## config.mk

```make
export PLATFORM = sky130hd
export DESIGN_NAME = varying_register_grid_packer_top
export DESIGN_NICKNAME = d
export VERILOG_FILES = /design/src/design/vrgp_pkg.sv /design/src/design/vrgp_ctrl.sv /design/src/design/vrgp_dp.sv /design/src/design/varying_register_grid_packer_top.sv
export VERILOG_INCLUDE_DIRS = /design/src /design/src/design
export SDC_FILE = /design/constraint.sdc
export NUM_CORES = 1
export LEC_CHECK = 0
export ABC_AREA = 1
export BUFFER_PORTS_ARGS = -buffer_cell sky130_fd_sc_hd__buf_2
export CAP_MARGIN = 10
export CORE_MARGIN = 3
export CORE_UTILIZATION = 40
export DETAILED_ROUTE_END_ITERATION = 7
export PLACE_DENSITY = 0.57
export SYNTH_ARGS = -nofsm -noshare
export SYNTH_HDL_FRONTEND = slang
export SYNTH_SLANG_ARGS = --single-unit
```

## constraint.sdc

```tcl
create_clock -name clk -period 9.3 [get_ports clk]
set_input_delay 2.325 -clock clk [delete_from_list [all_inputs] [get_ports clk]]
set_output_delay 2.325 -clock clk [all_outputs]
set_load 0.1 [all_outputs]
```

## src/design/assert_macros.svh

```systemverilog
// assertion helpers for the varying register grid packer
// no dependencies; taken in by the top level only
`ifndef ASSERT_MACROS_SVH
`define ASSERT_MACROS_SVH

// same-cycle implication, checked out of reset only
`define VRGP_ASSERT_IMP(lbl, clk, rst_n, ante, cons, msg) \
    lbl: assert property (@(posedge clk) disable iff (!rst_n) (ante) |-> (cons)) \
        else $error(msg);

// next-cycle implication, checked out of reset only
`define VRGP_ASSERT_NXT(lbl, clk, rst_n, ante, cons, msg) \
    lbl: assert property (@(posedge clk) disable iff (!rst_n) (ante) |=> (cons)) \
        else $error(msg);

`endif

```

## src/design/vrgp_pkg.sv

```systemverilog
// shared types, codes and constants of the varying register grid packer
// no dependencies; used by controller, datapath and top level
package vrgp_pkg;

    localparam int MAX_ROWS_DEFAULT = 32;

    localparam int LIMIT_W   = 7;
    localparam int ROWS_W    = 7;
    localparam int COLS_W    = 3;
    localparam int ROW_IDX_W = 6;
    localparam int COL_IDX_W = 2;
    localparam int USED_W    = 7;
    localparam int NUM_COLS  = 4;

    localparam logic [LIMIT_W-1:0]   ROW_LIMIT_RESET = 7'd32;
    localparam logic                 MODE_CLEAR      = 1'b1;
    localparam logic [COLS_W-1:0]    COLS_ONE        = 3'd1;
    localparam logic [COLS_W-1:0]    COLS_TWO        = 3'd2;
    localparam logic [COLS_W-1:0]    COLS_THREE      = 3'd3;
    localparam logic [COLS_W-1:0]    COLS_FOUR       = 3'd4;
    localparam logic [NUM_COLS-1:0]  HIGH_PAIR_MASK  = 4'b1100;
    localparam logic [COL_IDX_W-1:0] HIGH_PAIR_COL   = 2'd2;

    typedef enum logic [2:0]
    {
        KIND_CLEAR,
        KIND_BAD,
        KIND_WIN_ZERO,
        KIND_WIN,
        KIND_WIN2,
        KIND_COL
    } item_kind_t;

    typedef enum logic [2:0]
    {
        CMD_NOP,
        CMD_LOAD,
        CMD_INIT,
        CMD_INIT_UP,
        CMD_SCAN_WIN,
        CMD_SCAN_COL,
        CMD_MARK,
        CMD_COUNT
    } cmd_op_t;

    typedef struct packed
    {
        cmd_op_t op;
    } dp_cmd_t;

    typedef struct packed
    {
        item_kind_t kind;
        logic       hit;
        logic       last;
    } dp_status_t;

    typedef enum logic [3:0]
    {
        S_IDLE,
        S_DISPATCH,
        S_WIN_DOWN,
        S_UP_INIT,
        S_WIN_UP,
        S_COL_SCAN,
        S_MARK,
        S_COUNT_INIT,
        S_COUNT,
        S_DONE
    } ctrl_state_t;

    // columns covered by a window anchored at column 0
    function automatic logic [NUM_COLS-1:0] win_mask(input logic [COLS_W-1:0] cols);
        logic [NUM_COLS-1:0] m;
        m = '0;
        unique case (cols)
            COLS_TWO:   m = 4'b0011;
            COLS_THREE: m = 4'b0111;
            COLS_FOUR:  m = 4'b1111;
            default:    m = '0;
        endcase
        return m;
    endfunction

endpackage

```

## src/design/vrgp_ctrl.sv

```systemverilog
// sequencing state machine of the varying register grid packer
// depends on vrgp_pkg; drives vrgp_dp through command and status structs
module vrgp_ctrl
    import vrgp_pkg::*;
(
    input  logic       clk,
    input  logic       rst_n,
    input  logic       in_valid,
    output logic       in_ready,
    input  logic       out_free,
    output logic       out_load,
    output dp_cmd_t    cmd,
    input  dp_status_t status
);

    ctrl_state_t state_reg;
    ctrl_state_t state_next;

    always_ff @(posedge clk or negedge rst_n)
    begin
        if (!rst_n)
        begin
            state_reg <= S_IDLE;
        end
        else
        begin
            state_reg <= state_next;
        end
    end

    always_comb
    begin
        state_next = state_reg;
        cmd.op     = CMD_NOP;
        in_ready   = 1'b0;
        out_load   = 1'b0;
        unique case (state_reg)
            S_IDLE:
            begin
                in_ready = 1'b1;
                if (in_valid)
                begin
                    cmd.op     = CMD_LOAD;
                    state_next = S_DISPATCH;
                end
            end
            S_DISPATCH:
            begin
                cmd.op = CMD_INIT;
                unique case (status.kind)
                    KIND_WIN, KIND_WIN2: state_next = S_WIN_DOWN;
                    KIND_COL:            state_next = S_COL_SCAN;
                    default:             state_next = S_COUNT;
                endcase
            end
            S_WIN_DOWN:
            begin
                cmd.op = CMD_SCAN_WIN;
                priority if (status.hit)
                begin
                    state_next = S_MARK;
                end
                else if (status.last)
                begin
                    state_next = (status.kind == KIND_WIN2) ? S_UP_INIT : S_COUNT_INIT;
                end
            end
            S_UP_INIT:
            begin
                cmd.op     = CMD_INIT_UP;
                state_next = S_WIN_UP;
            end
            S_WIN_UP:
            begin
                cmd.op = CMD_SCAN_WIN;
                priority if (status.hit)
                begin
                    state_next = S_MARK;
                end
                else if (status.last)
                begin
                    state_next = S_COUNT_INIT;
                end
            end
            S_COL_SCAN:
            begin
                cmd.op = CMD_SCAN_COL;
                if (status.last)
                begin
                    state_next = S_MARK;
                end
            end
            S_MARK:
            begin
                cmd.op     = CMD_MARK;
                state_next = S_COUNT;
            end
            S_COUNT_INIT:
            begin
                cmd.op     = CMD_INIT;
                state_next = S_COUNT;
            end
            S_COUNT:
            begin
                cmd.op = CMD_COUNT;
                if (status.last)
                begin
                    state_next = S_DONE;
                end
            end
            S_DONE:
            begin
                if (out_free)
                begin
                    out_load   = 1'b1;
                    state_next = S_IDLE;
                end
            end
            default:
            begin
                state_next = S_IDLE;
            end
        endcase
    end

endmodule

```

## src/design/vrgp_dp.sv

```systemverilog
// occupancy grid, row walker and placement registers of the grid packer
// depends on vrgp_pkg; commanded by vrgp_ctrl
module vrgp_dp
    import vrgp_pkg::*;
#(
    parameter int MAX_ROWS = MAX_ROWS_DEFAULT
)
(
    input  logic                 clk,
    input  logic                 rst_n,
    input  dp_cmd_t              cmd,
    output dp_status_t           status,
    input  logic                 in_mode,
    input  logic [ROWS_W-1:0]    in_rows,
    input  logic [COLS_W-1:0]    in_cols,
    input  logic [LIMIT_W-1:0]   row_limit,
    output logic                 res_placed,
    output logic [ROW_IDX_W-1:0] res_row,
    output logic [COL_IDX_W-1:0] res_col,
    output logic [USED_W-1:0]    res_used
);

    localparam int RW = (MAX_ROWS > 1) ? $clog2(MAX_ROWS) : 1;
    localparam int CW = $clog2(MAX_ROWS + 1);
    localparam int AW = 8;

    logic [NUM_COLS-1:0]  grid_reg [MAX_ROWS];
    logic [NUM_COLS-1:0]  grid_next [MAX_ROWS];
    logic [ROWS_W-1:0]    rows_reg, rows_next;
    logic [COLS_W-1:0]    cols_reg, cols_next;
    item_kind_t           kind_reg, kind_next;
    logic [RW-1:0]        ptr_reg, ptr_next;
    logic [CW-1:0]        run_reg, run_next;
    logic [RW-1:0]        win_start_reg, win_start_next;
    logic                 win_high_reg, win_high_next;
    logic [CW-1:0]        space_reg [NUM_COLS];
    logic [CW-1:0]        space_next [NUM_COLS];
    logic [RW-1:0]        first_reg [NUM_COLS];
    logic [RW-1:0]        first_next [NUM_COLS];
    logic [NUM_COLS-1:0]  found_reg, found_next;
    logic [CW-1:0]        used_reg, used_next;
    logic                 placed_reg, placed_next;
    logic [RW-1:0]        row_reg, row_next;
    logic [COL_IDX_W-1:0] col_reg, col_next;

    logic [CW-1:0]        lim;
    logic                 row_valid;
    logic [NUM_COLS-1:0]  row_rd;
    logic [NUM_COLS-1:0]  cur_mask;
    logic                 row_free;
    logic [CW-1:0]        run_inc;
    logic                 hit;
    logic                 last_down;
    logic [COL_IDX_W-1:0] best;
    logic                 best_ok;
    logic [AW-1:0]        mark_lo, mark_hi;
    logic [NUM_COLS-1:0]  mark_mask;
    item_kind_t           in_kind;

    // effective limit, clipped to the grid height
    assign lim       = (row_limit > LIMIT_W'(MAX_ROWS)) ? CW'(MAX_ROWS) : CW'(row_limit);
    assign row_valid = (lim != '0);
    assign row_rd    = grid_reg[ptr_reg];
    assign cur_mask  = win_high_reg ? HIGH_PAIR_MASK : win_mask(cols_reg);
    assign row_free  = ((row_rd & cur_mask) == '0);
    assign run_inc   = run_reg + CW'(1);
    assign hit       = row_valid && row_free && (ROWS_W'(run_inc) == rows_reg);
    assign last_down = ((CW+1)'(ptr_reg) + (CW+1)'(1)) >= (CW+1)'(lim);

    assign status.kind = kind_reg;
    assign status.hit  = hit;
    assign status.last = !row_valid || (win_high_reg ? (ptr_reg == '0) : last_down);

    always_comb
    begin
        priority if (in_mode == MODE_CLEAR)
            in_kind = KIND_CLEAR;
        else if (in_cols >= COLS_TWO && in_cols <= COLS_FOUR)
            in_kind = (in_rows == '0) ? KIND_WIN_ZERO :
                      (in_cols == COLS_TWO) ? KIND_WIN2 : KIND_WIN;
        else if (in_cols == COLS_ONE)
            in_kind = KIND_COL;
        else
            in_kind = KIND_BAD;
    end

    // tightest column with enough free cells, lowest index on ties
    always_comb
    begin
        best = '0;
        for (int x = 0; x < NUM_COLS; x++)
        begin
            if (ROWS_W'(space_reg[x]) >= rows_reg &&
                (ROWS_W'(space_reg[best]) < rows_reg || space_reg[x] < space_reg[best]))
            begin
                best = COL_IDX_W'(x);
            end
        end
    end

    assign best_ok = ROWS_W'(space_reg[best]) >= rows_reg;

    always_comb
    begin
        if (kind_reg == KIND_COL)
        begin
            mark_lo   = AW'(first_reg[best]);
            mark_mask = (best_ok && found_reg[best]) ? (NUM_COLS'(1) << best) : '0;
        end
        else
        begin
            mark_lo   = AW'(win_start_reg);
            mark_mask = cur_mask;
        end
        mark_hi = mark_lo + AW'(rows_reg);
    end

    always_comb
    begin
        grid_next      = grid_reg;
        rows_next      = rows_reg;
        cols_next      = cols_reg;
        kind_next      = kind_reg;
        ptr_next       = ptr_reg;
        run_next       = run_reg;
        win_start_next = win_start_reg;
        win_high_next  = win_high_reg;
        space_next     = space_reg;
        first_next     = first_reg;
        found_next     = found_reg;
        used_next      = used_reg;
        placed_next    = placed_reg;
        row_next       = row_reg;
        col_next       = col_reg;
        unique case (cmd.op)
            CMD_LOAD:
            begin
                rows_next     = in_rows;
                cols_next     = in_cols;
                kind_next     = in_kind;
                ptr_next      = '0;
                run_next      = '0;
                win_high_next = 1'b0;
                found_next    = '0;
                used_next     = '0;
                placed_next   = (in_kind == KIND_CLEAR) || (in_kind == KIND_WIN_ZERO);
                row_next      = '0;
                col_next      = '0;
                for (int x = 0; x < NUM_COLS; x++)
                begin
                    space_next[x] = '0;
                end
                if (in_kind == KIND_CLEAR)
                begin
                    for (int i = 0; i < MAX_ROWS; i++)
                    begin
                        grid_next[i] = '0;
                    end
                end
            end
            CMD_INIT:
            begin
                ptr_next      = '0;
                run_next      = '0;
                win_high_next = 1'b0;
            end
            CMD_INIT_UP:
            begin
                ptr_next      = RW'(lim - CW'(1));
                run_next      = '0;
                win_high_next = 1'b1;
            end
            CMD_SCAN_WIN:
            begin
                if (row_valid)
                begin
                    run_next = row_free ? run_inc : '0;
                end
                if (hit)
                begin
                    win_start_next = win_high_reg ? ptr_reg :
                                     RW'(AW'(ptr_reg) + AW'(1) - AW'(rows_reg));
                end
                ptr_next = win_high_reg ? (ptr_reg - RW'(1)) : (ptr_reg + RW'(1));
            end
            CMD_SCAN_COL:
            begin
                for (int x = 0; x < NUM_COLS; x++)
                begin
                    if (row_valid && !row_rd[x])
                    begin
                        space_next[x] = space_reg[x] + CW'(1);
                        if (!found_reg[x])
                        begin
                            found_next[x] = 1'b1;
                            first_next[x] = ptr_reg;
                        end
                    end
                end
                ptr_next = ptr_reg + RW'(1);
            end
            CMD_MARK:
            begin
                for (int i = 0; i < MAX_ROWS; i++)
                begin
                    if (AW'(i) >= mark_lo && AW'(i) < mark_hi && AW'(i) < AW'(lim))
                    begin
                        grid_next[i] = grid_reg[i] | mark_mask;
                    end
                end
                if (kind_reg == KIND_COL)
                begin
                    placed_next = best_ok;
                    row_next    = (best_ok && found_reg[best]) ? first_reg[best] : '0;
                    col_next    = best_ok ? best : '0;
                end
                else
                begin
                    placed_next = 1'b1;
                    row_next    = win_start_reg;
                    col_next    = win_high_reg ? HIGH_PAIR_COL : '0;
                end
                ptr_next      = '0;
                run_next      = '0;
                win_high_next = 1'b0;
            end
            CMD_COUNT:
            begin
                if (row_valid && row_rd != '0)
                begin
                    used_next = used_reg + CW'(1);
                end
                ptr_next = ptr_reg + RW'(1);
            end
            default:
            begin
            end
        endcase
    end

    always_ff @(posedge clk or negedge rst_n)
    begin
        if (!rst_n)
        begin
            for (int i = 0; i < MAX_ROWS; i++)
            begin
                grid_reg[i] <= '0;
            end
            kind_reg     <= KIND_BAD;
            ptr_reg      <= '0;
            run_reg      <= '0;
            win_high_reg <= 1'b0;
            found_reg    <= '0;
            used_reg     <= '0;
            placed_reg   <= 1'b0;
        end
        else
        begin
            grid_reg     <= grid_next;
            kind_reg     <= kind_next;
            ptr_reg      <= ptr_next;
            run_reg      <= run_next;
            win_high_reg <= win_high_next;
            found_reg    <= found_next;
            used_reg     <= used_next;
            placed_reg   <= placed_next;
        end
    end

    always_ff @(posedge clk)
    begin
        rows_reg      <= rows_next;
        cols_reg      <= cols_next;
        win_start_reg <= win_start_next;
        space_reg     <= space_next;
        first_reg     <= first_next;
        row_reg       <= row_next;
        col_reg       <= col_next;
    end

    assign res_placed = placed_reg;
    assign res_row    = ROW_IDX_W'(row_reg);
    assign res_col    = col_reg;
    assign res_used   = USED_W'(used_reg);

endmodule

```

## src/design/varying_register_grid_packer_top.sv

```systemverilog
// top level of the varying register grid packer: stream ports, limit register,
// result register; depends on vrgp_pkg, vrgp_ctrl, vrgp_dp and assert_macros.svh

// Varying register grid packer. Keeps a grid of MAX_ROWS register rows by four
// columns and places one variable per input word. A word with tuser set clears
// the grid. A pack word of 2 to 4 columns takes the first free window, walking
// rows top-down from column 0; a 2-column variable that misses is then tried
// bottom-up in columns 2 and 3. A 1-column variable goes to the column with the
// fewest sufficient free cells, from its first free row, clipped at the limit.
// Each input word gives exactly one result word. Words are handled one at a
// time; the row walker reads one grid row per cycle. With L the effective
// limit min(row_limit, MAX_ROWS), every item ends with a walk over the rows
// up to L that counts the used rows; a one-column variable first walks those
// rows for free cells, a window search of 2 to 4 columns stops at its first
// fit, and a two-column variable that misses walks them again bottom-up. A
// finished result sits in the output register, and the next input word is taken
// while it waits. The user must write the row_limit register through the cfg
// channel only while the block is idle; the block itself does not enforce it.
`include "assert_macros.svh"

module varying_register_grid_packer_top
    import vrgp_pkg::*;
#(
    parameter int MAX_ROWS = MAX_ROWS_DEFAULT
)
(
    input  logic                clk,
    input  logic                rst_n,
    // input words
    input  logic                s_axis_tvalid,
    output logic                s_axis_tready,
    input  logic [15:0]         s_axis_tdata,   // rows_needed[6:0], columns_needed[9:7]
    input  logic                s_axis_tuser,   // mode (1 = clear the grid)
    // result words
    output logic                m_axis_tvalid,
    input  logic                m_axis_tready,
    output logic [15:0]         m_axis_tdata,   // row_index[5:0], column_index[7:6],
                                                // used_rows[14:8]
    output logic                m_axis_tuser,   // placed
    // row limit write channel
    input  logic                cfg_valid,
    output logic                cfg_ready,
    input  logic [LIMIT_W-1:0]  cfg_data
);

    dp_cmd_t              cmd;
    dp_status_t           status;
    logic                 out_free;
    logic                 out_load;
    logic                 res_placed;
    logic [ROW_IDX_W-1:0] res_row;
    logic [COL_IDX_W-1:0] res_col;
    logic [USED_W-1:0]    res_used;

    logic [LIMIT_W-1:0]   row_limit_reg;
    logic                 out_valid_reg, out_valid_next;
    logic                 out_placed_reg;
    logic [ROW_IDX_W-1:0] out_row_reg;
    logic [COL_IDX_W-1:0] out_col_reg;
    logic [USED_W-1:0]    out_used_reg;

    // row limit register, always ready to take a word
    assign cfg_ready = 1'b1;

    always_ff @(posedge clk or negedge rst_n)
    begin
        if (!rst_n)
        begin
            row_limit_reg <= ROW_LIMIT_RESET;
        end
        else if (cfg_valid && cfg_ready)
        begin
            row_limit_reg <= cfg_data;
        end
    end

    vrgp_ctrl u_ctrl
    (
        .clk      (clk),
        .rst_n    (rst_n),
        .in_valid (s_axis_tvalid),
        .in_ready (s_axis_tready),
        .out_free (out_free),
        .out_load (out_load),
        .cmd      (cmd),
        .status   (status)
    );

    vrgp_dp #(
        .MAX_ROWS (MAX_ROWS)
    ) u_dp
    (
        .clk        (clk),
        .rst_n      (rst_n),
        .cmd        (cmd),
        .status     (status),
        .in_mode    (s_axis_tuser),
        .in_rows    (s_axis_tdata[6:0]),
        .in_cols    (s_axis_tdata[9:7]),
        .row_limit  (row_limit_reg),
        .res_placed (res_placed),
        .res_row    (res_row),
        .res_col    (res_col),
        .res_used   (res_used)
    );

    // result register: free when empty or being drained this cycle
    assign out_free = !out_valid_reg || m_axis_tready;

    always_comb
    begin
        out_valid_next = out_valid_reg;
        if (out_load)
        begin
            out_valid_next = 1'b1;
        end
        else if (m_axis_tready)
        begin
            out_valid_next = 1'b0;
        end
    end

    always_ff @(posedge clk or negedge rst_n)
    begin
        if (!rst_n)
        begin
            out_valid_reg <= 1'b0;
        end
        else
        begin
            out_valid_reg <= out_valid_next;
        end
    end

    always_ff @(posedge clk)
    begin
        if (out_load)
        begin
            out_placed_reg <= res_placed;
            out_row_reg    <= res_row;
            out_col_reg    <= res_col;
            out_used_reg   <= res_used;
        end
    end

    assign m_axis_tvalid = out_valid_reg;
    assign m_axis_tuser  = out_placed_reg;
    assign m_axis_tdata  = {1'b0, out_used_reg, out_col_reg, out_row_reg};

    // the walker is not ready again in the cycle after it takes a word
    `VRGP_ASSERT_NXT(a_busy_after_accept, clk, rst_n, s_axis_tvalid && s_axis_tready,
                     !s_axis_tready, "input taken while busy")
    // a new result never overwrites one still waiting
    `VRGP_ASSERT_IMP(a_load_needs_room, clk, rst_n, out_load, out_free,
                     "result register overrun")
    // a failed placement reports row and column zero
    `VRGP_ASSERT_IMP(a_fail_zero_pos, clk, rst_n, m_axis_tvalid && !m_axis_tuser,
                     m_axis_tdata[7:0] == 8'd0, "failed placement with nonzero position")
    // used rows never exceed the grid height
    `VRGP_ASSERT_IMP(a_used_in_range, clk, rst_n, m_axis_tvalid,
                     m_axis_tdata[14:8] <= USED_W'(MAX_ROWS), "used row count above grid height")

endmodule
```

Word level (Yosys, flattened, before mapping) --
Cells that the tools add are included.
Operators by class: add/sub/neg operators 13, multipliers 0, divide/modulo/power cells 0, $lt $le $gt $ge 115, equal/unequal tests 71, shift operators 1, mux-type cells 112, bitwise gates (word level) 41, reductions and logical operators 153
Operators by type and width (number):
- $pmux 128 s2 | 1
- $mux 4 | 45
- $lt 5x8->1 const A | 16
- $mux 128 | 1
- $or 4x4->4 | 32
- $reduce_and 3->1 | 36
- $lt 5x6->1 const A | 16
- $mux 6 | 14
- $ge 5x5->1 const A | 16
- $ne 2x1->1 const B | 39
- $logic_and 1x1->1 | 76
- $lt 4x8->1 const A | 8
- $lt 4x6->1 const A | 8
- $pmux 24 s2 | 1
- $ge 4x5->1 const A | 8
- $add 6x1->6 const B | 6
- $bmux 6 s2 | 3
- $pmux 4 s9 | 1
- $mux 5 | 7
- $lt 3x8->1 const A | 4
- $ge 6x7->1 | 4
- $lt 3x6->1 const A | 4
- $pmux 6 s2 | 2
- $eq 3x2->1 const B | 7
- other kinds (63) | 151
Word-level totals: flip-flop bits (word level) 246, latch bits 0, bits in writable memories 0, bits in read-only memories 0, input port bits 29, output and inout bits 20, logic and storage cells 568, memories 0

Longest topological paths before layout --
Gate-level depths: netlist of the first run.
depth after elaboration 31, gate-level depth with buffers 61, depth with buffers taken out 57

Cells and area by module --
From an unflattened synthesis of the first run, not the netlist that was laid out.
Second synthesis, totals: cell total of the unflattened synthesis 2072, area total of the unflattened synthesis 15924.0 um2
By module, submodules not included:
- vrgp_dp | times used 1, cells each 1927, area an instance 14611.5 um2, seq. area each 5836.8 um2
- varying_register_grid_packer_top | times used 1, cells each 55, area an instance 813.3 um2, seq. area each 681.9 um2
- vrgp_ctrl | times used 1, cells each 90, area an instance 499.2 um2, seq. area each 100.1 um2

Least setup slack after synthesis of the first run --
OpenSTA, ideal clock, no wires.
path kind register to register, from reg u_dp.rows_reg[2], to reg u_dp.grid_reg[4] (netlist bit), setup time 0.117 ns, arrival 7.191 ns, data required time 9.183 ns, setup slack 1.992 ns, stages on the path, launching flop included 51, path buffers 4, clock period less this slack 7.308 ns, cell sequence edfxtp_1 > inv_1 > ha_1 > a21oi_1 > o21ai_0 > nand2_1 > nand2_1 > nand2_2 > clkbuf_1 > o21a_1 > inv_1 > ha_1 > a21oi_1 > nor2_1 > a211oi_1 > nand2_1 > nand2_2 > nand2_4 > (+15 left out) > ha_1 > a21oi_1 > inv_1 > a31oi_1 > o21ai_0 > a211oi_1 > o21a_1 > inv_1 > nor2_1 > inv_1 > nand3_1 > inv_1 > o21ai_0 > nor3_1 > o21ai_2 > nand2_2 > nand2_1 > nand2_1
Between the ends: word-level cells in the longest chain between the ends 31, elaborated cells on any way between the ends 50, classes of those cells 1 x add/sub; 11 x order compare; 1 x eq/ne; 1 x shift; 22 x mux; 4 x bitwise; 10 x reduce/logical
Ends and longest elaborated chain:
- start: declaration | RTL line vrgp_dp.sv:29 | logic [ROWS_W-1:0] rows_reg, rows_next;
- start signal: assignment | RTL line vrgp_dp.sv:272 | rows_reg <= rows_next;
- $lt 6x7->1
- $logic_or 1x1->1 | RTL line vrgp_dp.sv:94 | (ROWS_W'(space_reg[best]) < rows_reg || space_reg[x] < space_reg[best]))
- $logic_and 1x1->1 | RTL line vrgp_dp.sv:93 | if (ROWS_W'(space_reg[x]) >= rows_reg &&
- $mux 1 | RTL line vrgp_dp.sv:93
- $not 1->3 (not written as such) | RTL line vrgp_dp.sv:94
- $bmux 6 s2 | RTL line vrgp_dp.sv:94
- $mux 6 (not written as such) (2 in a row) | RTL line vrgp_dp.sv:94
- $lt 6x7->1 or $lt 6x6->1 (tied branches) | RTL line vrgp_dp.sv:94
- (+13 left out)
- $mux 5 (not written as such) or $mux 6 (tied branches) (2 in a row) | RTL line vrgp_dp.sv:107, vrgp_dp.sv:101
- $mux 5 or $ge 6x7->1 (tied branches) | RTL line vrgp_dp.sv:105, vrgp_dp.sv:101
- $add 5x7->8 or $logic_and 1x1->1 (tied branches) | RTL line vrgp_dp.sv:115, vrgp_dp.sv:108
- $lt 5x8->1 or $mux 4 (tied branches) | RTL line vrgp_dp.sv:206, vrgp_dp.sv:108
- $logic_and 1x1->1 or $mux 4 (tied branches) | RTL line vrgp_dp.sv:206, vrgp_dp.sv:105
- $logic_and 1x1->1 or $or 4x4->4 (tied branches) | RTL line vrgp_dp.sv:206, vrgp_dp.sv:208
- $ne 2x1->1 (no source line) or $mux 4 (tied branches)
- $reduce_and 3->1 (no source line) or $pmux 128 s2 (tied branches)
- end signal: assignment | RTL line vrgp_dp.sv:259 | grid_reg <= grid_next;
- end: declaration | RTL line vrgp_dp.sv:27 | logic [NUM_COLS-1:0] grid_reg [MAX_ROWS];
Parallel ways exist; a longest one is shown, timed or not. The select of a mux whose other input is x is not followed. A chain may end at the register's enable or synchronous reset.

Worst setup path after layout of the first run --
from reg u_dp.rows_reg[3], to reg u_dp.grid_reg[15] (netlist bit)
The elaborated chain is that of the path after synthesis.

==> results of run 1 <==
==> routing by layer <==
metal	vias up	share of wire [%]	track usage [%]
met2	424	46	37.29
met3	85	6.6	2.928
met1	6520	44	31.13
met5	-	0	0
met4	0	3.3	7.974
li1	6618	-	-
==> worst paths after layout <==
path	to	slack, ps	cells after the start
setup reg to reg	u_dp.grid_reg[15]	880	48
hold reg to reg	out_row_reg[4]	420	0
hold / removal	out_row_reg[4]	420	0
max in group asynchronous	u_dp.ptr_reg[0]	5980	2
min in group asynchronous	u_dp.grid_reg[6]	1910	1
setup / recovery	u_dp.grid_reg[15]	880	48
==> kinds of logic (layout without fill, tap and decap cells) <==
group	count (synthesis)	count (layout)	synth area share, %
multiplexers	2	2	0.1473
AO/OA/AOI/OAI	449	449	16.65
XOR/XNOR	30	30	1.718
flip-flops	246	246	42.89
adder cells (fa/ha/maj)	87	87	7.217
other	2	5	0.04911
buffers and inverters	365	410	9.197
AND/OR/NAND/NOR	783	783	22.13
==> cell type report <==
type | instances | share of cell area, %
clock inverter | 14 | 1.176
multi-input combinational | 1355 | 43.21
inverter | 293 | 6.485
antenna | 1 | 0.01470
sequential | 246 | 38.55
timing repair buffer | 65 | 2.345
tap | 504 | 3.706
clock buffer | 38 | 4.514
==> stage by stage <==
step	power, mW	cells	hold WS, ps	util (%)	setup slack [ps]
2_1_floorplan	3.417	1966	400.3	-	1992
5_1_grt	5.826	2516	435.6	45.83	17.04
6_report	5.399	2516	424.4	45.83	883.9
3_3_place_gp	4.170	2462	402.4	43.17	684.2
3_5_place_dp	4.215	2462	409.0	43.17	665.2
4_1_cts	5.404	2514	423.2	45.77	612.3
==> critical path, delay by kind of cell, from the launching register on <==
| kind | cells | cell delay (ps) |
|---|---|---|
| AOI/OAI and AO/OA | 14 | 2790 |
| and+or+nand+nor | 19 | 2110 |
| adders and majority gates | 5 | 1550 |
| buffers and inverters | 10 | 1420 |
| DFF | 1 | 460 |
==> cell usage in the layout (no fill, tap or decap), types with 5 or more instances in the layout <==
cell	instances
nand3b_1	8
nand4_1	22
xnor2_1	6
ha_1	85
a21boi_0	5
nand3_1	165
dfrtp_1	163
o22ai_1	18
nand2_1	320
o21ai_1	16
clkbuf_1	7
o21ai_2	7
o211ai_1	13
xor2_1	24
a211oi_1	12
buf_2	37
o21a_1	13
nor2_2	14
nor3_1	24
inv_2	5
a21oi_1	153
nand2_2	12
buf_4	27
o21ai_0	173
o221ai_1	10
clkbuf_16	28
inv_1	285
a31oi_1	7
o31ai_1	6
edfxtp_1	80
nor2_1	202
==> power by group <==
part / switching, mW / leakage, nW / internal, mW
combinational: 1.86 / 4.49 / 0.755
sequential: 0.207 / 2.99 / 1.41
clock: 0.473 / 0.472 / 0.695
total: 2.54 / 7.95 / 2.86
==> summary.md, run 1 <==
| Metric | Value |
|---|---|
| Via density | 5.424 |
| Worst flop-to-flop path startpoint | u_dp.rows_reg[3] |
| Area growth syn-to-layout | 11.29% |
| Total Wirelength | 46.52 mm |
| Leading area contributor after synthesis | dfrtp_1 |
| Die Footprint | 0.04061 mm^2 |
| Hold_buf cts | 0 |
| Kind of critical path | flip-flop to flip-flop |
| Top-count cell post-synth | nand2_1 |
| Total global routing overflow | 0 |
| Power Density | 317.2 mW/mm^2 |
| CTS Buf Count | 28 |
| Worst hold path class | flip-flop to flip-flop |
| Max-slew violation count | 0 |
| Max-Slew Margin vs Limit | 32.28% |
| TNS Setup | 0 ps |
| Synth area leaders | dfrtp_1 27%, edfxtp_1 16%, nand2_1 7.9% |
| RSZ-0062 raised after global routing | false |
| Worst path max stage delay | 460 ps |
| Clock root cell | clkbuf_16 |
| Worst Setup Start Kind | flip-flop |
| Post-Route Skew | 16.75 ps |
| Pleak | 7.947 nW |
| Core area | 0.03714 mm^2 |
| Max IR drop VDD | 0.0001554 V |
| Count of input and output buffers | 38 |
| DP Area | 0.01603 mm^2 |
| Worst hold start | u_dp.row_reg[4] |
| Critical Path RT | 9790 ps |
| Slowest CP cell | edfxtp_1 |
| Initial Utilization | 41.18% |
| Synthesized area | 0.01529 mm^2 |
| Highest clock rate | 118.8 MHz |
| Post-synth top area share | 26.84% |
| Clk sinks | 246 |
| Die height | 201.5 um |
| Fraction of layout cells with a size suffix above 1 | 8.404% |
| Syn Inst Count | 1964 |
| H-Tree Depth | 1 |
| Multi-input logic area | 0.007353 mm^2 |
| DIE WIDTH | 201.5 um |
| Vias in the first global route | 13490 |
| Finished Cell Area | 0.01702 mm^2 |
| Period utilisation layout | 90.50% |
| Antenna-violating nets left | 0 |
| GR Util All Layers | 22.75% |
| Hold Vio Cnt, Final | 0 |
| Cell mode on critical path | inv_1 |
| Count of standard-cell rows | 70 |
| CTS tree | built |
| Antenna violations before repair | 1 |
| Max FFs per register | 128 |
| Slew at the pin closest to its max-slew limit | 1016 ps |
| HPWL reported at the end of detailed placement | 32.96 mm |
| Yosys reg bits | 246 |
| Ys async rst share | 67.48% |
| Synth Area per Inst | 7.786 um^2 |
| First-pass GRT wire length | 74.37 mm |
| Layout fillers | 3741 |
| # setup viols final | 0 |
| RD Place Congestion | 0.9294 |
| Routed WL per cell | 18.49 um |
| Status | completed |
| Via Count | 13650 |
| Unique masters post-synth | 54 |
| Pin count of the biggest net entering global routing | 110 |
| Worst skew pair latency | 570 ps |
| CTS max path bufs | 3 |
| Critical Path End Type | flip-flop |
| CTS-repair resized insts | 0 |
| DR iter-0 viols | 1368 |
| Detailed Routing Iterations Pass 1 | 6 |
| Min Clock Period, post-route | 8416 ps |
| Worst setup startpoint | u_dp.rows_reg[3] |
| Warnings from Yosys | 0 |
| CP Max Fanout | 30 |
| CTS clk-pin slew, worst paths | 60 ps |
| Top FF cell, synth | dfrtp_1 |
| Maximum Capacitance Violations | 0 |
| Storage element area | 0.006560 mm^2 |
| IO Pins | 49 |
| Fin nets | 2105 |
| Register area share after synthesis | 42.89% |
| Post-CTS Setup Repair Bufs | 0 |
| EDFF count, synth | 80 |
| DRC viols | 0 |
| Worst EP arrival | 8910 ps |
| Synth cell count leaders | 321 x nand2_1, 286 x inv_1, 203 x nor2_1 |
No activity file was read; power rests on OpenSTA's default activity.
==> run 2: changes to the inputs <==
Settings changed: CORE_ASPECT_RATIO set to 1.25, RECOVER_POWER set to 25, REMOVE_ABC_BUFFERS set to 1.
==> run 2 against run 1 <==
The flow now finishes with violations (capacitance limit, slew limit). Final cell count is 1.1% lower. Register-to-register slack worse by 96 ps. Sequential cell count stayed put. Non-clock buffer count is 8 lower. First-iteration DRC count is 20% lower. Via count is 0.86% lower. Fmax is 1.1% lower. Setup slack worse by 96 ps. Die area hardly changed. Critical path type unchanged. Largest cell class unchanged.
==> summary.md, run 2 (synthesis gave the netlist of run 1 again) <==
| Metric | Value |
|---|---|
| Hold depth | 0 |
| Worst hold path class | flip-flop to flip-flop |
| Hold Vio Cnt, Final | 0 |
| R2R depth | 48 |
| Met1 Usage GRT | 29.00% |
| H-Tree Depth | 1 |
| Min Clock Period, post-route | 8512 ps |
| Worst skew pair latency | 580 ps |
| Slew at the pin closest to its max-slew limit | 5270 ps |
| Pleak | 7.854 nW |
| Core area | 0.03746 mm^2 |
| Antenna violations before repair | 0 |
| Commonest non-fill, non-tap cell in the layout | nand2_1 |
| TNS Setup | 0 ps |
| Die Footprint | 0.04062 mm^2 |
| Period utilisation layout | 91.53% |
| Critical Path RT | 9760 ps |
| Most frequent cells in the layout | 321 x nand2_1, 285 x inv_1, 202 x nor2_1 |
| Max-slew violation count | 217 |
| Most Crowded Layer GR | met2 |
| Final Power | 5.360 mW |
| Max-Slew Margin vs Limit | -251.3% |
| Power Density | 317.7 mW/mm^2 |
| Ant diodes | 0 |
| Fraction of layout cells with a size suffix above 1 | 7.193% |
| Clk sinks | 246 |
| Routed WL per cell | 18.95 um |
| Detailed Routing Iterations Pass 1 | 5 |
| Storage element area | 0.006559 mm^2 |
| Worst flop-to-flop path startpoint | u_dp.rows_reg[1] |
| Count of standard-cell rows | 79 |
| DR iter-0 viols | 1098 |
| CTS-repair resized insts | 0 |
| Fin nets | 2097 |
| Hold_buf cts | 0 |
| Cell mode on critical path | nand2_1 |
| Count of input and output buffers | 38 |
| Maximum Capacitance Violations | 3 |
| Worst EP arrival | 8970 ps |
| Grt met2 use | 40.19% |
| Via Count | 13530 |
| # setup viols final | 0 |
| CTS tree | built |
| M3 GR Usage | 2.831% |
| Kind of critical path | flip-flop to flip-flop |
| CTS clk-pin slew, worst paths | 60 ps |
| Clock root cell | clkbuf_16 |
| Post-Route Skew | 13.45 ps |
| Post-CTS Setup Repair Bufs | 0 |
| Via density | 5.438 |
| DIE WIDTH | 180.9 um |
| Vias in the first global route | 13180 |
| Slowest CP cell | edfxtp_1 |
| CP Max Fanout | 30 |
| Antenna-violating nets left | 0 |
| Highest clock rate | 117.5 MHz |
| Worst setup startpoint | u_dp.rows_reg[1] |
| Worst Setup Start Kind | flip-flop |
| GR Util All Layers | 22.84% |
| Placed cells | 2437 |
| Max FFs per register | 128 |
| Die height | 224.6 um |
| First-pass GRT wire length | 74.11 mm |
| IO Pins | 49 |
| Multi-input logic area | 0.007356 mm^2 |
| HPWL reported at the end of detailed placement | 33.38 mm |
| Worst path max stage delay | 520 ps |
| Initial Utilization | 40.82% |
| Status | finished with violations |
| R2r setup slk | 790 ps |
| Max IR drop VDD | 0.0001605 V |
| RD Place Congestion | 0.9866 |
| Total Wirelength | 47.15 mm |
| Total global routing overflow | 0 |
| DRC viols | 0 |
| RSZ-0062 raised after global routing | false |
| Layout Cells excl Fill | 2488 |
| CTS max path bufs | 3 |
| Layout fillers | 3754 |
| Area growth syn-to-layout | 10.33% |
| Failing checks | capacitance limit, slew limit |
| Critical Path End Type | flip-flop |
| Worst hold start | u_dp.row_reg[0] |
| CTS Buf Count | 28 |
| Pin count of the biggest net entering global routing | 91 |
==> run 2: cell types whose count changed in the layout (fill, tap and decap cells not counted), sizes merged <==
| cell | change |
|---|---|
| diode | -1 |
| clkinvlp | -1 |
| inv | -3 |
| bufinv | -2 |
| clkbuf | +17 |
| clkinv | +1 |
| buf | -21 |
==> run 2: worst paths after layout <==
kind / endpoint
max: u_dp.grid_reg[40]
min: out_row_reg[0]
max reg2reg: u_dp.grid_reg[40]
min reg2reg: out_row_reg[0]
max in group asynchronous: u_dp.grid_reg[68]
min in group asynchronous: u_dp.grid_reg[42]
==> run 2: final cells by class <==
class,instances,share of cell area [%]
multi-input combinational,1355,43.60
clock buffer,42,4.761
sequential,246,38.88
clock inverter,9,0.7120
inverter,293,6.541
tap,486,3.604
timing repair buffer,57,1.906
==> run 2: critical path, delay by kind of cell (launching register included) <==
| kind | cells | cell delay, ps |
|---|---|---|
| AO/OA/AOI/OAI | 14 | 2780 |
| flip-flops | 1 | 520 |
| adder cells (fa/ha/maj) | 4 | 1340 |
| AND/OR/NAND/NOR | 22 | 2690 |
| buffers and inverters | 8 | 1050 |
==> run 2: report_power, final <==
group,leakage (nW),switching (mW),internal [mW]
Sequential,2.99,0.183,1.41
Clock,0.455,0.466,0.653
Combinational,4.41,1.89,0.753
==> run 2: metal layers <==
metal | vias to the layer above | part of all wire (%)
li1 | 6586 | -
met1 | 6489 | 42
met2 | 377 | 49
met3 | 78 | 5.4
met4 | 0 | 3.4
met5 | - | 0
==> run 2: through the flow <==
step	instance area, um^2	setup WS [ps]	hold slack, ps	util (%)
6_report	16870	787.8	421.5	45.04
3_3_place_gp	15970	718.9	407.5	42.62
5_1_grt	16870	6.133	439.7	45.04
4_1_cts	16890	596.9	424.7	45.08
3_5_place_dp	15970	645.6	410.7	42.62
2_1_floorplan	14990	640.2	400.3	-
==> run 3: changes to the inputs <==
Settings changed: GPL_TIMING_DRIVEN set to 0.
==> run 3 against run 2 <==
The run still ends with capacitance limit, slew limit left. Utilization up 0.62 points. Global-route usage up 0.26 points. Critical path depth down 1. Fmax down 1.0%. Die area unchanged. Setup slack worse by 86 ps. Sequential share of layout area down 0.53 points. Sequential power about the same. Combinational power up 2%. Register-to-register slack worse by 90 ps. Design area up 1.4%. Via count down 0.15%. Critical endpoint is now u_dp.grid_reg[17]. Largest cell class unchanged.
==> summary.md, run 3 (synthesis gave the netlist of run 1 again) <==
| Metric | Value |
|---|---|
| Status | finished with violations |
| Failing checks | capacitance limit, slew limit |
| Via Count | 13510 |
| Cell mode on critical path | nand2_1 |
| Count of input and output buffers | 38 |
| First-pass GRT wire length | 74.38 mm |
| Grt met2 use | 40.83% |
| Period utilisation layout | 92.45% |
| Antenna violations before repair | 0 |
| CTS Buf Count | 28 |
| Pin count of the biggest net entering global routing | 97 |
| HPWL reported at the end of detailed placement | 34.49 mm |
| Fraction of layout cells with a size suffix above 1 | 7.795% |
| CTS clk-pin slew, worst paths | 60 ps |
| Ant diodes | 0 |
| Max-Slew Margin vs Limit | -173.5% |
| R2r setup slk | 700 ps |
| Commonest non-fill, non-tap cell in the layout | nand2_1 |
| Count of standard-cell rows | 79 |
| Layout Cells excl Fill | 2500 |
| CTS max path bufs | 3 |
| DIE WIDTH | 180.9 um |
| Critical Path RT | 9770 ps |
| Net switching power | 2.562 mW |
| DRC viols | 0 |
| Core area | 0.03746 mm^2 |
| IO Pins | 49 |
| Sw frac | 47.91% |
| Min Clock Period, post-route | 8598 ps |
| Met1 Usage GRT | 29.36% |
| RD Place Congestion | 0.9021 |
| Max FFs per register | 128 |
| Placed cells | 2435 |
| Highest clock rate | 116.3 MHz |
| DP Area | 0.01615 mm^2 |
| Detailed Routing Iterations Pass 1 | 6 |
| Clk sinks | 246 |
| Worst skew pair latency | 590 ps |
| Die height | 224.6 um |
| Initial Utilization | 40.82% |
| Vias in the first global route | 13260 |
| Slowest CP cell | edfxtp_1 |
| Most frequent cells in the layout | 321 x nand2_1, 281 x inv_1, 201 x nor2_1 |
| Total global routing overflow | 0 |
| Worst path max stage delay | 480 ps |
| CP Max Fanout | 30 |
| Power Density | 312.7 mW/mm^2 |
| Maximum Capacitance Violations | 2 |
| Antenna-violating nets left | 0 |
| Worst Setup Start Kind | flip-flop |
| Slew at the pin closest to its max-slew limit | 4102 ps |
| Most Crowded Layer GR | met2 |
| CTS tree | built |
| # setup viols final | 0 |
| Worst EP arrival | 9070 ps |
| Fin nets | 2108 |
| Max-slew violation count | 114 |
| Worst hold path class | flip-flop to flip-flop |
| M3 GR Usage | 2.200% |
| Total Wirelength | 47.58 mm |
| H-Tree Depth | 1 |
| Post-Route Skew | 24.97 ps |
| Pint | 2.786 mW |
| Clock root cell | clkbuf_16 |
| Via density | 5.404 |
| Sequential fraction of design power | 30.3% |
| Comb pwr share | 50.4% |
| Max IR drop VDD | 0.0001628 V |
| GR Util All Layers | 23.10% |
| Clock power frac | 19.2% |
| Hold Vio Cnt, Final | 0 |
| Routed WL per cell | 19.03 um |
| Pleak | 7.901 nW |
| Critical Path End Type | flip-flop |
| Finished Cell Area | 0.01710 mm^2 |
| Area growth syn-to-layout | 11.85% |
| Kind of critical path | flip-flop to flip-flop |
| Die Footprint | 0.04062 mm^2 |
| DR iter-0 viols | 975 |
-- run 3: changes by cell type in the layout (fill, tap and decap cells not counted), sizes merged --
cell,change
bufinv,-2
buf,+12
clkinv,+3
inv,-4
clkinvlp,+7
clkbuf,-4
-- run 3: worst paths after layout --
| path | cells past startpoint | startpoint | end |
|---|---|---|---|
| worst max-delay path | 47 | u_dp.rows_reg[2] | u_dp.grid_reg[17] |
| max in group asynchronous | 1 | rst_n | u_dp.grid_reg[2] |
| worst min register to register | 0 | u_dp.row_reg[3] | out_row_reg[3] |
| worst min-delay path | 0 | u_dp.row_reg[3] | out_row_reg[3] |
| worst max register to register | 47 | u_dp.rows_reg[2] | u_dp.grid_reg[17] |
| min in group asynchronous | 1 | rst_n | u_dp.grid_reg[69] |
-- run 3: worst max-delay path, delay by kind of cell (launching register included) --
family / cells / cell delay (ps)
buffers and inverters: 7 / 940
adders and majority gates: 4 / 1220
and+or+nand+nor: 20 / 2490
DFF: 1 / 480
AOI/OAI and AO/OA: 16 / 3310
-- run 3: final cells by class --
type	count	area [um^2]
Fill cell	3811	20360
Multi-Input combinational cell	1355	7395
Sequential cell	246	6559
Inverter	293	1119
Clock buffer	39	742.0
Tap cell	486	608.1
Timing Repair Buffer	68	591.8
Clock inverter	13	88.84
-- run 3: layer usage --
metal	part of all wire, %	vias to the layer above
met3	4.5	86
met4	3.7	0
met1	42	6433
met2	50	362
met5	0	-
li1	-	6629
-- run 3: what timing repair did --
action | in CTS | in global routing
resized for setup | 2 | 18
setup buffers | 0 | 13
endpoints found under the setup margin | 44 | 99
hold endpoints to repair | 0 | 0
hold buffers | 0 | 0
-- run 3: through the flow --
| step | worst slack (ps) | hold slack [ps] | setup TNS (ps) | power (mW) | utilization [%] |
|---|---|---|---|---|---|
| floorplan | 640.2 | 400.3 | 0 | 3.354 | - |
| global placement | -6733 | 407.5 | -520090 | 4.155 | 42.15 |
| detailed placement | -433.7 | 408.1 | -8821 | 4.282 | 43.11 |
| CTS | 25.48 | 422.9 | 0 | 5.332 | 45.35 |
| global route | -25.35 | 436.1 | -54.65 | 5.759 | 45.65 |
| finish | 702.0 | 420.3 | 0 | 5.348 | 45.65 |
-- run 3: power groups by stage --
| stage | clock network (mW) | logic (mW) | registers [mW] |
|---|---|---|---|
| final | 1.03 | 2.70 | 1.62 |
| after global routing | 1.10 | 3.01 | 1.65 |
| after CTS | 1.05 | 2.66 | 1.62 |
| after detailed placement | 0 | 2.64 | 1.64 |
| after global placement | 0 | 2.44 | 1.72 |
| after floorplan | 0 | 1.66 | 1.69 |
